### config.mk
export PLATFORM = sky130hd
export DESIGN_NAME = thlf_queue
export DESIGN_NICKNAME = d
export VERILOG_FILES = /design/src/rtl/core/thlf_pkg.sv /design/src/rtl/core/thlf_queue.sv
export VERILOG_INCLUDE_DIRS = /design/src /design/src/rtl/core
export SDC_FILE = /design/constraint.sdc
export NUM_CORES = 1
export LEC_CHECK = 0
export ABC_CLOCK_PERIOD_IN_PS = 5300
export BUFFER_PORTS_ARGS = -buffer_cell sky130_fd_sc_hd__buf_2
export CAP_MARGIN = 40
export CORE_AREA = 10 10 310 312
export CTS_BUF_LIST = sky130_fd_sc_hd__clkbuf_4
export DETAILED_ROUTE_END_ITERATION = 7
export DIE_AREA = 0 0 320 322
export PLACE_DENSITY = 0.55
export SLEW_MARGIN = 5
export SYNTH_ARGS = -nofsm -noshare
export SYNTH_HDL_FRONTEND = slang
export SYNTH_SLANG_ARGS = --single-unit
### constraint.sdc
create_clock -name clk_i -period 5.3 [get_ports clk_i]
set_input_delay 1.06 -clock clk_i [delete_from_list [all_inputs] [get_ports clk_i]]
set_output_delay 1.06 -clock clk_i [all_outputs]
set_load 0.05 [all_outputs]
### src/rtl/core/tip_hub_loss_factor_unit_defines.svh
// assertion macros shared by the loss factor unit rtl
// no dependencies; include by bare file name
`ifndef TIP_HUB_LOSS_FACTOR_UNIT_DEFINES_SVH
`define TIP_HUB_LOSS_FACTOR_UNIT_DEFINES_SVH

// same-cycle implication, disabled in reset
`define THLF_ASSERT_NOW(lbl, clk, rstn, ante, cons, msg) \
  lbl: assert property (@(posedge clk) disable iff (!rstn) (ante) |-> (cons)) \
    else $error(msg);

// next-cycle implication, disabled in reset
`define THLF_ASSERT_NEXT(lbl, clk, rstn, ante, cons, msg) \
  lbl: assert property (@(posedge clk) disable iff (!rstn) (ante) |=> (cons)) \
    else $error(msg);

`endif

### src/rtl/core/thlf_pkg.sv
// shared types, constants and stage counts of the loss factor unit
// no dependencies
package thlf_pkg;

  localparam int FRAC_BITS     = 16;
  localparam int RAD_W         = 24;
  localparam int SIN_W         = 18;
  localparam int BN_W          = 5;
  localparam int OUT_W         = FRAC_BITS + 1;
  localparam int IN_TDATA_W    = 48;
  localparam int OUT_TDATA_W   = 24;
  localparam int CFG_IDX_W     = 2;
  localparam int CFG_DATA_W    = 24;

  // register indexes of the config port
  localparam logic [CFG_IDX_W-1:0] CFG_BLADE = 2'd0;
  localparam logic [CFG_IDX_W-1:0] CFG_TIP   = 2'd1;
  localparam logic [CFG_IDX_W-1:0] CFG_HUB   = 2'd2;

  localparam int DEN_W  = 42;
  localparam int DIV_W  = DEN_W + 5;
  localparam int FAC_W  = 32;
  localparam logic [FAC_W-1:0] ONE31 = 32'h8000_0000;
  localparam logic [30:0] FOUR_OVER_PI_Q30 = 31'd1367130551;

  localparam int Q_DEPTH = 4;

  localparam int DIV_STEPS  = 31;
  localparam int EXP_TERMS  = 14;
  localparam int SQ_STEPS   = 5;
  localparam int SQRT_STEPS = 32;
  localparam int ASIN_TERMS = 40;
  localparam int PF_LAT = DIV_STEPS + 2 * EXP_TERMS + SQ_STEPS + SQRT_STEPS + 1
                          + 3 * ASIN_TERMS + 1;

  typedef struct packed {
    logic             frc;
    logic             fval;
    logic [DIV_W-1:0] num;
    logic [DEN_W-1:0] den;
  } pf_req_t;

  typedef struct packed {
    logic    bad;
    pf_req_t tip;
    pf_req_t hub;
  } q_entry_t;

endpackage

### src/rtl/core/thlf_queue.sv
// short queue between front end and back end
// depends on thlf_pkg and the assertion macro header
`include "tip_hub_loss_factor_unit_defines.svh"
module thlf_queue (
  input  logic               clk_i,
  input  logic               rst_ni,
  input  logic               push_i,
  input  thlf_pkg::q_entry_t data_i,
  output logic               full_o,
  input  logic               pop_i,
  output logic               empty_o,
  output thlf_pkg::q_entry_t data_o
);
  import thlf_pkg::*;

  localparam int PTR_W = $clog2(Q_DEPTH);
  localparam int CNT_W = $clog2(Q_DEPTH + 1);

  q_entry_t           mem_q [Q_DEPTH];
  logic [PTR_W-1:0]   wr_ptr_q;
  logic [PTR_W-1:0]   rd_ptr_q;
  logic [CNT_W-1:0]   cnt_q;

  assign full_o  = cnt_q == CNT_W'(Q_DEPTH);
  assign empty_o = cnt_q == '0;
  assign data_o  = mem_q[rd_ptr_q];

  always_ff @(posedge clk_i or negedge rst_ni) begin
    if (!rst_ni) begin
      wr_ptr_q <= '0;
      rd_ptr_q <= '0;
      cnt_q    <= '0;
    end else begin
      if (push_i) begin
        wr_ptr_q <= wr_ptr_q + 1'b1;
      end
      if (pop_i) begin
        rd_ptr_q <= rd_ptr_q + 1'b1;
      end
      if (push_i && !pop_i) begin
        cnt_q <= cnt_q + 1'b1;
      end else if (pop_i && !push_i) begin
        cnt_q <= cnt_q - 1'b1;
      end
    end
  end

  always_ff @(posedge clk_i) begin
    if (push_i) begin
      mem_q[wr_ptr_q] <= data_i;
    end
  end

  `THLF_ASSERT_NOW(a_no_pop_empty, clk_i, rst_ni, pop_i, !empty_o, "pop from empty queue")
  `THLF_ASSERT_NOW(a_no_push_full, clk_i, rst_ni, push_i, !full_o, "push into full queue")
  `THLF_ASSERT_NEXT(a_cnt_up, clk_i, rst_ni, push_i && !pop_i, cnt_q == $past(cnt_q) + 1'b1, "count did not rise on push")
  `THLF_ASSERT_NOW(a_ptr_gap, clk_i, rst_ni, 1'b1, (wr_ptr_q - rd_ptr_q) == cnt_q[PTR_W-1:0], "pointers and count disagree")

endmodule

==> impl_metrics.csv <==
group,metric,value,unit
run_status,outcome,"completed",
pwr,cellLeakagePower,0.0111,uW
worst_setup_path,r2r_start,"wr_ptr_q[1]",
placement,placed_area,30200,um2
global_route,first_pass_grt_wire_length,90.0,mm
sta,worst-slew-pin-transition,0.822,ns
finish,layout.filler_cells,8325,
routing,totalWireLength,60.4,mm
routing,drtAntennaViolNets,0,
routing,remaining_drc_errors,0,
clock_network,tritoncts.num_buffers,187,
synthesis,yosysWarnings,0,
finish,final_cell_mix,"edfxtp_1, buf_2, clkbuf_4",
placement,count_of_buffers_from_port_buffering,371,
worst_setup_path,worst_ep_arrival_time,3.20,ns
clock_network,clock_tree.htree_level_count,4,
clock_network,path_clk_slew,0.07,ns
clock_network,cts.root.buffer_cell,"clkbuf_4",
placement,hpwl,37.1,mm
clock_network,cts_tree,"built",
finish,layout.cell_area.non_filler,32500,um2
sta,period_minus_slack,4.26,ns
routing,met2WireLength,30.0,mm
worst_setup_path,critical_path_required_time,4.24,ns
routing,topRoutingLayerUsed,"met5",
finish,sequential_cell_area,22200,um2
finish,final_common_cell,"edfxtp_1",
sta,setup-tns-final,0,ns
global_route,grt_pass1_vias,14000,
sta,fin_hold_ws,0.261,ns
hold_path,timing.hold.worst.start,"data_i[72]",
worst_setup_path,crit_fanout,33,
pwr,fin_total_pwr,20700,uW
sta,worst_slew_margin_rel,45.2,%
clock_network,numClockSinks,739,
job,reported_max_cap_violation_count,0,
synthesis,syn-cell-area,26800,um2
routing,drt_pass1_iterations,7,
synthesis,synth_instances,990,
die,die_width,320,um
sta,finalMaxSlewViolations,0,
sta,setup-violations-final,0,
clock_network,post_cts_setup_buffers,0,
die,die-height,322,um
die,fp.coreArea,89600,um2
sta,finClkSkew,0.0602,ns
pwr,pwr_density_cell,636,nW/um2
global_route,gr-usage-all-layers,11.7,%
worst_setup_path,worst-r2r-setup-slack,3.00,ns
global_route,total_grt_overflow,0,
hold_path,whs_path_depth,1,
die,std_cell_rows,110,
hold_path,min_delay_worst_endpoint,"mem_q[3][72]",
clock_network,cts_buffer_depth,3,
synthesis,synth.net_count,1183,
global_route,antenna_violations_before_repair,18,
sta,fin_crit_sh,80.4,%
synthesis,syn-mean-instance-area,27.1,um2
worst_setup_path,path_class,"reg2out",
synthesis,synth_seq_area_share,82.6,%
sta,fmax,0.235,GHz
finish,multi_input_gate_area,4330,um2
routing,met1Wirelength,24.6,mm
routing,detailed_route_via_count,12700,
clock_network,worst_skew_pair.late_latency,1.00,ns
finish,layout-drive-gt1-share,52.1,%
sta,final-hold-violation-count,0,
sta,rsz_0062_raised_after_global_routing,"no",
finish,nets,1724,
routing,drt-wirelength-per-cell,21.2,um
global_route,maximum_number_of_pins_on_one_net_before_global_route_repair,94,
synthesis,synth.ff_latch_count,739,
die,fp.dieArea,103000,um2
die,design.portCount,372,
pwr,power.ir.vdd_worst,0.358,mV
worst_setup_path,timing.critical_path.to_type,"output pin",
worst_setup_path,timing.reg2reg.worst_path_depth,4,
routing,detailedRoute.firstIterationViolations,724,
finish,layout-area-overhead-vs-synth,21.4,%
clock_network,holdBufCountCts,1,
routing,detail_route.vias_per_cell,4.44,
worst_setup_path,critical_path.reg2reg.endpoint,"mem_q[1][52]",
die,starting_utilization_of_the_core_area,29.9,%
placement,gp_routability_congestion,0.700,
clock_network,cts.repair.resized,0,
synthesis,synth.distinct_cells,20,
routing,dr_wl_met3,4.45,mm
hold_path,worstHoldPathType,"in2reg",
worst_setup_path,setup_crit_start_kind,"register",
-- metrics by stage --
| stage | worst slack (ns) | cells | util [%] |
|---|---|---|---|
| floorplan | 1.54 | 990 | - |
| global placement | 1.96 | 2517 | 33.7 |
| detailed placement | 1.94 | 2517 | 33.7 |
| CTS | 0.701 | 2847 | 36.3 |
| global route | 0.632 | 2849 | 36.3 |
| finish | 1.04 | 2853 | 36.3 |
-- how the worst max path moves through the flow --
stage,slack (ns),depth (start not counted),end,startpoint
2_1_floorplan,1.54,1,mem_q[3][0],push_i
3_3_place_gp,1.96,3,data_o[20],rd_ptr_q[0]
3_5_place_dp,1.94,3,data_o[18],rd_ptr_q[0]
4_1_cts,0.70,3,data_o[18],rd_ptr_q[0]
5_1_grt,0.63,3,data_o[3],rd_ptr_q[0]
6_report,1.04,3,data_o[3],rd_ptr_q[0]
-- synth_stat cells --
master | number | area (um2)
and2_1 | 4 | 25.0
buf_1 | 2 | 7.51
buf_2 | 19 | 95.1
buf_4 | 1 | 7.51
buf_6 | 18 | 203
clkbuf_1 | 1 | 3.75
dfrtp_1 | 7 | 175
edfxtp_1 | 732 | 22000
fa_1 | 1 | 20.0
ha_1 | 5 | 62.6
inv_1 | 4 | 15.0
mux2_2 | 1 | 11.3
mux4_2 | 183 | 4120
nand2_1 | 2 | 7.51
nor2_1 | 1 | 3.75
nor3_1 | 1 | 5.00
nor3b_1 | 1 | 7.51
o21ai_0 | 1 | 5.00
xnor2_1 | 2 | 17.5
xor2_1 | 4 | 35.0
-- cell type report --
type                            instances  share of cell area [%]
Antenna cell                            6                  0.0461
Clock buffer                          271                    6.25
Clock inverter                         58                   0.957
Inverter                                4                  0.0461
Multi-Input combinational cell        206                    13.3
Sequential cell                       739                    68.1
Tap cell                             1176                    4.52
Timing Repair Buffer                  393                    6.76
-- worst max-delay path, cell delays in order, from the launching register on --
cell     delay [ns]
dfrtp_4        0.88
buf_4          0.50
mux4_2         0.57
buf_2          0.23
-- layer usage --
| layer | global-route usage [%] | vias up |
|---|---|---|
| met1 | 13.8 | 6577 |
| met5 | 0 | - |
| li1 | - | 5537 |
| met4 | 4.53 | 18 |
| met3 | 4.90 | 118 |
| met2 | 18.9 | 404 |
-- flip-flops by register name (all words and copies together), names as in the netlist --
name / flops
rd_ptr_q: 2
cnt_q: 3
wr_ptr_q: 2
mem_q: 732
-- logic make-up after synthesis --
group | Yosys count | synth area share (%)
mux | 184 | 15.4
compound gates | 1 | 0.0187
flops | 739 | 82.6
fa+ha+maj | 6 | 0.308
xor+xnor | 6 | 0.196
buf+inv | 45 | 1.24
simple gates | 9 | 0.182
-- power by group --
part	switching [uW]	total (uW)	internal [uW]
Clock	2210	4650	2440
Sequential	369	8010	7640
Combinational	5720	8030	2320
Total	8300	20700	12400
(Power assumes the default switching activity.)
