### src/rtl/core/tip_hub_loss_factor_unit_defines.svh
// assertion macros shared by the loss factor unit rtl
// no dependencies; include by bare file name
`ifndef TIP_HUB_LOSS_FACTOR_UNIT_DEFINES_SVH
`define TIP_HUB_LOSS_FACTOR_UNIT_DEFINES_SVH

// same-cycle implication, disabled in reset
`define THLF_ASSERT_NOW(lbl, clk, rstn, ante, cons, msg) \
  lbl: assert property (@(posedge clk) disable iff (!rstn) (ante) |-> (cons)) \
    else $error(msg);

// next-cycle implication, disabled in reset
`define THLF_ASSERT_NEXT(lbl, clk, rstn, ante, cons, msg) \
  lbl: assert property (@(posedge clk) disable iff (!rstn) (ante) |=> (cons)) \
    else $error(msg);

`endif

### src/rtl/core/thlf_pkg.sv
// shared types, constants and stage counts of the loss factor unit
// no dependencies
package thlf_pkg;

  localparam int FRAC_BITS     = 16;
  localparam int RAD_W         = 24;
  localparam int SIN_W         = 18;
  localparam int BN_W          = 5;
  localparam int OUT_W         = FRAC_BITS + 1;
  localparam int IN_TDATA_W    = 48;
  localparam int OUT_TDATA_W   = 24;
  localparam int CFG_IDX_W     = 2;
  localparam int CFG_DATA_W    = 24;

  // register indexes of the config port
  localparam logic [CFG_IDX_W-1:0] CFG_BLADE = 2'd0;
  localparam logic [CFG_IDX_W-1:0] CFG_TIP   = 2'd1;
  localparam logic [CFG_IDX_W-1:0] CFG_HUB   = 2'd2;

  localparam int DEN_W  = 42;
  localparam int DIV_W  = DEN_W + 5;
  localparam int FAC_W  = 32;
  localparam logic [FAC_W-1:0] ONE31 = 32'h8000_0000;
  localparam logic [30:0] FOUR_OVER_PI_Q30 = 31'd1367130551;

  localparam int Q_DEPTH = 4;

  localparam int DIV_STEPS  = 31;
  localparam int EXP_TERMS  = 14;
  localparam int SQ_STEPS   = 5;
  localparam int SQRT_STEPS = 32;
  localparam int ASIN_TERMS = 40;
  localparam int PF_LAT = DIV_STEPS + 2 * EXP_TERMS + SQ_STEPS + SQRT_STEPS + 1
                          + 3 * ASIN_TERMS + 1;

  typedef struct packed {
    logic             frc;
    logic             fval;
    logic [DIV_W-1:0] num;
    logic [DEN_W-1:0] den;
  } pf_req_t;

  typedef struct packed {
    logic    bad;
    pf_req_t tip;
    pf_req_t hub;
  } q_entry_t;

endpackage

### src/rtl/core/thlf_front.sv
// front end: config registers, input word register and lane setup
// depends on thlf_pkg
module thlf_front (
  input  logic                                clk_i,
  input  logic                                rst_ni,
  input  logic                                cfg_valid_i,
  output logic                                cfg_ready_o,
  input  logic [thlf_pkg::CFG_IDX_W-1:0]      cfg_index_i,
  input  logic [thlf_pkg::CFG_DATA_W-1:0]     cfg_data_i,
  input  logic                                s_tvalid_i,
  output logic                                s_tready_o,
  input  logic [thlf_pkg::IN_TDATA_W-1:0]     s_tdata_i,
  input  logic                                full_i,
  output logic                                push_o,
  output thlf_pkg::q_entry_t                  entry_o
);
  import thlf_pkg::*;

  localparam int NUM_W = BN_W + RAD_W + FRAC_BITS;
  localparam int CMP_W = (NUM_W > DIV_W) ? NUM_W : DIV_W;

  logic [BN_W-1:0]  blade_q;
  logic [RAD_W-1:0] tip_q;
  logic [RAD_W-1:0] hub_q;
  logic             vld_q;
  q_entry_t         ent_q;
  q_entry_t         ent_d;
  logic [RAD_W-1:0] r;
  logic [SIN_W-1:0] s;
  logic             accept;

  function automatic pf_req_t mk_req(input logic frc1, input logic frc0,
                                     input logic [RAD_W-1:0] diff,
                                     input logic [RAD_W-1:0] base,
                                     input logic [SIN_W-2:0] sp,
                                     input logic [BN_W-1:0] bn);
    logic [BN_W+RAD_W-1:0] prod;
    logic [NUM_W-1:0]      num;
    logic [DEN_W-1:0]      den;
    logic                  sat;
    pf_req_t               rq;
    prod    = (BN_W+RAD_W)'(bn) * (BN_W+RAD_W)'(diff);
    num     = NUM_W'(prod) << FRAC_BITS;
    den     = (DEN_W'(base) * DEN_W'(sp)) << 1;
    // quotient of 32 or more saturates the factor to one, unless frc0 forces zero
    sat     = CMP_W'(num) >= (CMP_W'(den) << 5);
    rq.frc  = frc1 | frc0 | sat;
    rq.fval = frc1 | (!frc0 & sat);
    rq.num  = DIV_W'(num);
    rq.den  = den;
    return rq;
  endfunction

  assign r = s_tdata_i[RAD_W-1:0];
  assign s = s_tdata_i[RAD_W+SIN_W-1:RAD_W];

  always_comb begin
    ent_d.bad = s[SIN_W-1] || (s == '0);
    ent_d.tip = mk_req(r == '0, tip_q <= r, tip_q - r, r, s[SIN_W-2:0], blade_q);
    ent_d.hub = mk_req(hub_q == '0, r <= hub_q, r - hub_q, hub_q, s[SIN_W-2:0], blade_q);
  end

  assign cfg_ready_o = 1'b1;
  assign s_tready_o  = !vld_q || !full_i;
  assign accept      = s_tvalid_i && s_tready_o;
  assign push_o      = vld_q && !full_i;
  assign entry_o     = ent_q;

  always_ff @(posedge clk_i or negedge rst_ni) begin
    if (!rst_ni) begin
      blade_q <= BN_W'(3);
      tip_q   <= RAD_W'(65536);
      hub_q   <= '0;
    end else if (cfg_valid_i) begin
      case (cfg_index_i)
        CFG_BLADE: blade_q <= cfg_data_i[BN_W-1:0];
        CFG_TIP:   tip_q   <= cfg_data_i[RAD_W-1:0];
        CFG_HUB:   hub_q   <= cfg_data_i[RAD_W-1:0];
        default: ;
      endcase
    end
  end

  always_ff @(posedge clk_i or negedge rst_ni) begin
    if (!rst_ni) begin
      vld_q <= 1'b0;
    end else if (accept) begin
      vld_q <= 1'b1;
    end else if (push_o) begin
      vld_q <= 1'b0;
    end
  end

  always_ff @(posedge clk_i) begin
    if (accept) begin
      ent_q <= ent_d;
    end
  end

endmodule

### config.mk
export PLATFORM = sky130hd
export DESIGN_NAME = thlf_front
export DESIGN_NICKNAME = d
export VERILOG_FILES = /design/src/rtl/core/tip_hub_loss_factor_unit_defines.svh /design/src/rtl/core/thlf_pkg.sv /design/src/rtl/core/thlf_front.sv
export SDC_FILE = /design/constraint.sdc
export NUM_CORES = 2
export LEC_CHECK = 0
export BUFFER_PORTS_ARGS = -buffer_cell sky130_fd_sc_hd__buf_2
export CORE_MARGIN = 2
export CORE_UTILIZATION = 50
export CTS_CLUSTER_SIZE = 14
export DETAILED_ROUTE_END_ITERATION = 12
export GPL_TIMING_DRIVEN = 0
export PLACE_DENSITY = 0.68
export SLEW_MARGIN = 20
export SYNTH_ARGS = -nofsm -noshare
export SYNTH_HDL_FRONTEND = slang
export SYNTH_SLANG_ARGS = --single-unit
### constraint.sdc
create_clock -name clk_i -period 9 [get_ports clk_i]
set_input_delay 1.8 -clock clk_i [delete_from_list [all_inputs] [get_ports clk_i]]
set_output_delay 1.8 -clock clk_i [all_outputs]
set_load 0.02 [all_outputs]
==> summary.json <==
{
  "grt.total_usage": {"value": 33.05, "unit": "%"},
  "cts_buffers": {"value": 17},
  "timing.setup.critical_path_class": {"value": "input pin to register"},
  "antenna_violations_before_repair": {"value": 15},
  "max_slew.worst_pin.slew": {"value": 1.135, "unit": "ns"},
  "cts.sink_count": {"value": 199},
  "cts-root-to-sink-buffers": {"value": 2},
  "ctsHtreeMaxLevel": {"value": 4},
  "postSynth.asyncResetShare": {"value": 27.14, "unit": "%"},
  "seq_area_frac_synth": {"value": 12.63, "unit": "%"},
  "design.portCount": {"value": 265},
  "dp.final_hpwl": {"value": 122.0, "unit": "mm"},
  "count_of_yosys_warnings_during_synthesis": {"value": 0},
  "crit_path_max_incr_delay": {"value": 0.53, "unit": "ns"},
  "maxSlewHeadroom": {"value": 23.79, "unit": "%"},
  "area_taken_by_multi_input_logic_gates": {"value": 35890, "unit": "µm²"},
  "routed_via_density": {"value": 5.466},
  "failed_checks": {"value": "negative setup slack"},
  "drtAntennaViolNets": {"value": 0},
  "synth_top_flop_cell": {"value": "sky130_fd_sc_hd__edfxtp_1"},
  "timing.reg2reg.setup_slack": {"value": -0.11, "unit": "ns"},
  "synth_enable_flop_cells": {"value": 145},
  "slew_violations": {"value": 0},
  "buffer_ports.inserted": {"value": 219},
  "drv.max_cap_violation_count": {"value": 0},
  "setup-tns-final": {"value": -0.8238, "unit": "ns"},
  "fin_skew": {"value": 0.03410, "unit": "ns"},
  "clk_pin_slew": {"value": 0.09, "unit": "ns"},
  "worst_slack": {"value": -0.2799, "unit": "ns"},
  "die-width": {"value": 304.6, "unit": "µm"},
  "drtPass1Iterations": {"value": 6},
  "worst-endpoint-arrival": {"value": 9.55, "unit": "ns"},
  "die_height": {"value": 304.6, "unit": "µm"},
  "wire_per_inst": {"value": 22.65, "unit": "µm"},
  "core_region_area": {"value": 89740, "unit": "µm²"},
  "fmax": {"value": 0.1078, "unit": "GHz"},
  "globalplace.congestion": {"value": 0.9926},
  "routed_wl": {"value": 149.8, "unit": "mm"},
  "grt_pass1_wl": {"value": 229.2, "unit": "mm"},
  "final-setup-viol-count": {"value": 4},
  "initial_core_util": {"value": 50.36, "unit": "%"},
  "yosys_register_bits": {"value": 199},
  "grt_setup_unrepaired": {"value": "true"},
  "via_count_of_the_first_global_routing_pass": {"value": 37220},
  "fp.dieArea": {"value": 92800, "unit": "µm²"},
  "drive_above_1_share": {"value": 15.83, "unit": "%"},
  "worst_path_most_repeated_cell": {"value": "sky130_fd_sc_hd__fa_1"},
  "cts_hold_repair.buffers": {"value": 0},
  "worstSkewPairLatency": {"value": 0.55, "unit": "ns"},
  "worst_path_max_delay_cell": {"value": "sky130_fd_sc_hd__fa_1"},
  "cp_data_required_time": {"value": 9.27, "unit": "ns"},
  "final_hold_viol_count": {"value": 0},
  "cts_tree": {"value": "done"},
  "mappedNetlistArea": {"value": 45190, "unit": "µm²"},
  "crit_path_launch_type": {"value": "input pin"},
  "worstHoldPathType": {"value": "register to register"},
  "drc_markers": {"value": 0},
  "fp-row-count": {"value": 110},
  "ctsRootBufferMaster": {"value": "sky130_fd_sc_hd__clkbuf_16"},
  "route.vias.total": {"value": 36150},
  "syn_area_per_cell": {"value": 8.947, "unit": "µm²"},
  "path_max_fanout": {"value": 10},
  "area_growth_syn_to_layout": {"value": 15.96, "unit": "%"},
  "grt-ovfl-total": {"value": 0},
  "first_iter_violations": {"value": 2946},
  "endpoint_kind": {"value": "register"},
  "outcome": {"value": "finished with violations"},
  "syn_inst": {"value": 5051},
  "finalCritPeriodShare": {"value": 103.1, "unit": "%"},
  "minimum_period_implied_by_the_final_worst_setup_slack": {"value": 9.280, "unit": "ns"},
  "seqCellArea": {"value": 5709, "unit": "µm²"},
  "grt_max_degree": {"value": 59},
  "nets": {"value": 6694},
  "timing.hold.ws": {"value": 0.5205, "unit": "ns"},
  "layout.filler_cells": {"value": 7948},
  "synth.lib_cells_used.distinct": {"value": 90}
}
placed cells by master (no fill, tap or decap), types with 20 or more instances in the layout:
master	count
sky130_fd_sc_hd__nand2b_1	34
sky130_fd_sc_hd__a21o_1	66
sky130_fd_sc_hd__clkbuf_16	52
sky130_fd_sc_hd__nand2_1	646
sky130_fd_sc_hd__clkbuf_8	22
sky130_fd_sc_hd__nand4_1	29
sky130_fd_sc_hd__nor3_1	23
sky130_fd_sc_hd__ha_4	31
sky130_fd_sc_hd__xor2_1	44
sky130_fd_sc_hd__and2_1	474
sky130_fd_sc_hd__clkbuf_2	26
sky130_fd_sc_hd__nor2_1	109
sky130_fd_sc_hd__ha_1	362
sky130_fd_sc_hd__buf_2	208
sky130_fd_sc_hd__edfxtp_1	145
sky130_fd_sc_hd__nor2b_1	40
sky130_fd_sc_hd__mux2_2	55
sky130_fd_sc_hd__a21oi_2	32
sky130_fd_sc_hd__o21ai_0	68
sky130_fd_sc_hd__o21a_1	23
sky130_fd_sc_hd__xnor2_2	23
sky130_fd_sc_hd__inv_1	1088
sky130_fd_sc_hd__conb_1	39
sky130_fd_sc_hd__a21oi_1	125
sky130_fd_sc_hd__xnor2_1	84
sky130_fd_sc_hd__fa_1	777
sky130_fd_sc_hd__buf_4	152
sky130_fd_sc_hd__nand3_1	36
sky130_fd_sc_hd__nor4_1	22
sky130_fd_sc_hd__clkbuf_4	20
sky130_fd_sc_hd__clkbuf_1	89
sky130_fd_sc_hd__dfrtp_1	51
path summary, 6_finish.rpt:
| check | start | end | depth (start not counted) |
|---|---|---|---|
| min reg2reg | tip_q[18] | tip_q[18] | 1 |
| max in group asynchronous | rst_ni | tip_q[18] | 1 |
| min in group asynchronous | rst_ni | vld_q | 1 |
| max | s_tdata_i[10] | entry_o[181] | 34 |
| min | tip_q[18] | tip_q[18] | 1 |
| max reg2reg | hub_q[2] | entry_o[90] | 31 |
what timing repair did:
action,in CTS,in global routing
setup endpoints to repair,10,4
pin swaps,86,122
resized for setup,491,230
setup buffers,69,35
worst max-delay path: cells and delay by family:
kind	cells	cell delay [ns]
and+or+nand+nor	7	1.21
adders and majority gates	8	3.61
buffers and inverters	7	0.80
xor gates and xnor gates	1	0.23
AOI/OAI and AO/OA	11	1.85
sequential cells by signal, indices dropped and copies added, names as in the netlist:
register,count
vld_q,1
entry_o,145
blade_q,5
hub_q,24
tip_q,24
metal layers:
layer	routed length [µm]	share of wire (%)	global-route usage, %	vias to the layer above
met1	59540	40	43.47	17910
met3	13980	9.3	6.592	393
met5	21	0.014	0	-
li1	-	-	-	16150
met2	65080	43	50.38	1684
met4	11140	7.4	20.49	4
cells by family (layout without fill, tap and decap cells):
group | Yosys count | count (layout) | share of synthesized area (%)
AND/OR/NAND/NOR | 1522 | 1522 | 16.83
buffers and inverters | 1384 | 1722 | 11.84
adder cells (fa/ha/maj) | 1202 | 1202 | 46.44
AO/OA/AOI/OAI | 517 | 517 | 7.564
flip-flops | 199 | 199 | 12.63
XOR/XNOR | 166 | 166 | 3.217
multiplexers | 59 | 59 | 1.459
other | 2 | 50 | 0.01662
layout make-up:
cell class | instances | area share, %
multi-input combinational | 3505 | 68.49
sequential | 199 | 10.89
inverter | 1104 | 7.963
buffer | 263 | 4.665
timing repair buffer | 323 | 3.954
tap | 1176 | 2.808
clock buffer | 18 | 0.8380
clock inverter | 14 | 0.3367
antenna | 11 | 0.05253
cell usage after synthesis (all sizes together), types with 26 or more instances:
cell,count,area [µm²]
nand2,654,2457
buf,54,359.1
o21ai,102,514.2
xnor2,107,937.2
mux2,55,619.3
fa,792,15860
ha,410,5130
inv,1104,4144
nor2,114,427.9
and2,483,3022
xor2,59,516.8
nand2b,34,212.7
nor3,30,150.1
a21o,66,495.5
clkbuf,226,849.6
dfrtp,51,1276
nor4,26,168.9
edfxtp,145,4354
a21oi,164,828.3
nor2b,43,269.0
nand4,30,193.9
nand3,39,195.2
metrics by stage:
stage	std cells	setup WS (ns)	area (µm²)	util (%)
after detailed placement	6485	-3.628	48000	53.49
after global placement	6483	-4.006	47920	53.40
final	6613	-0.2799	52400	58.40
after global routing	6604	-0.4204	52380	58.37
after floorplan	5088	0.01077	45350	-
after CTS	6574	-0.2110	51280	57.14
Power is not shown: default switching activity piles up to over one toggle a cycle in this logic, so the estimate is an artifact.
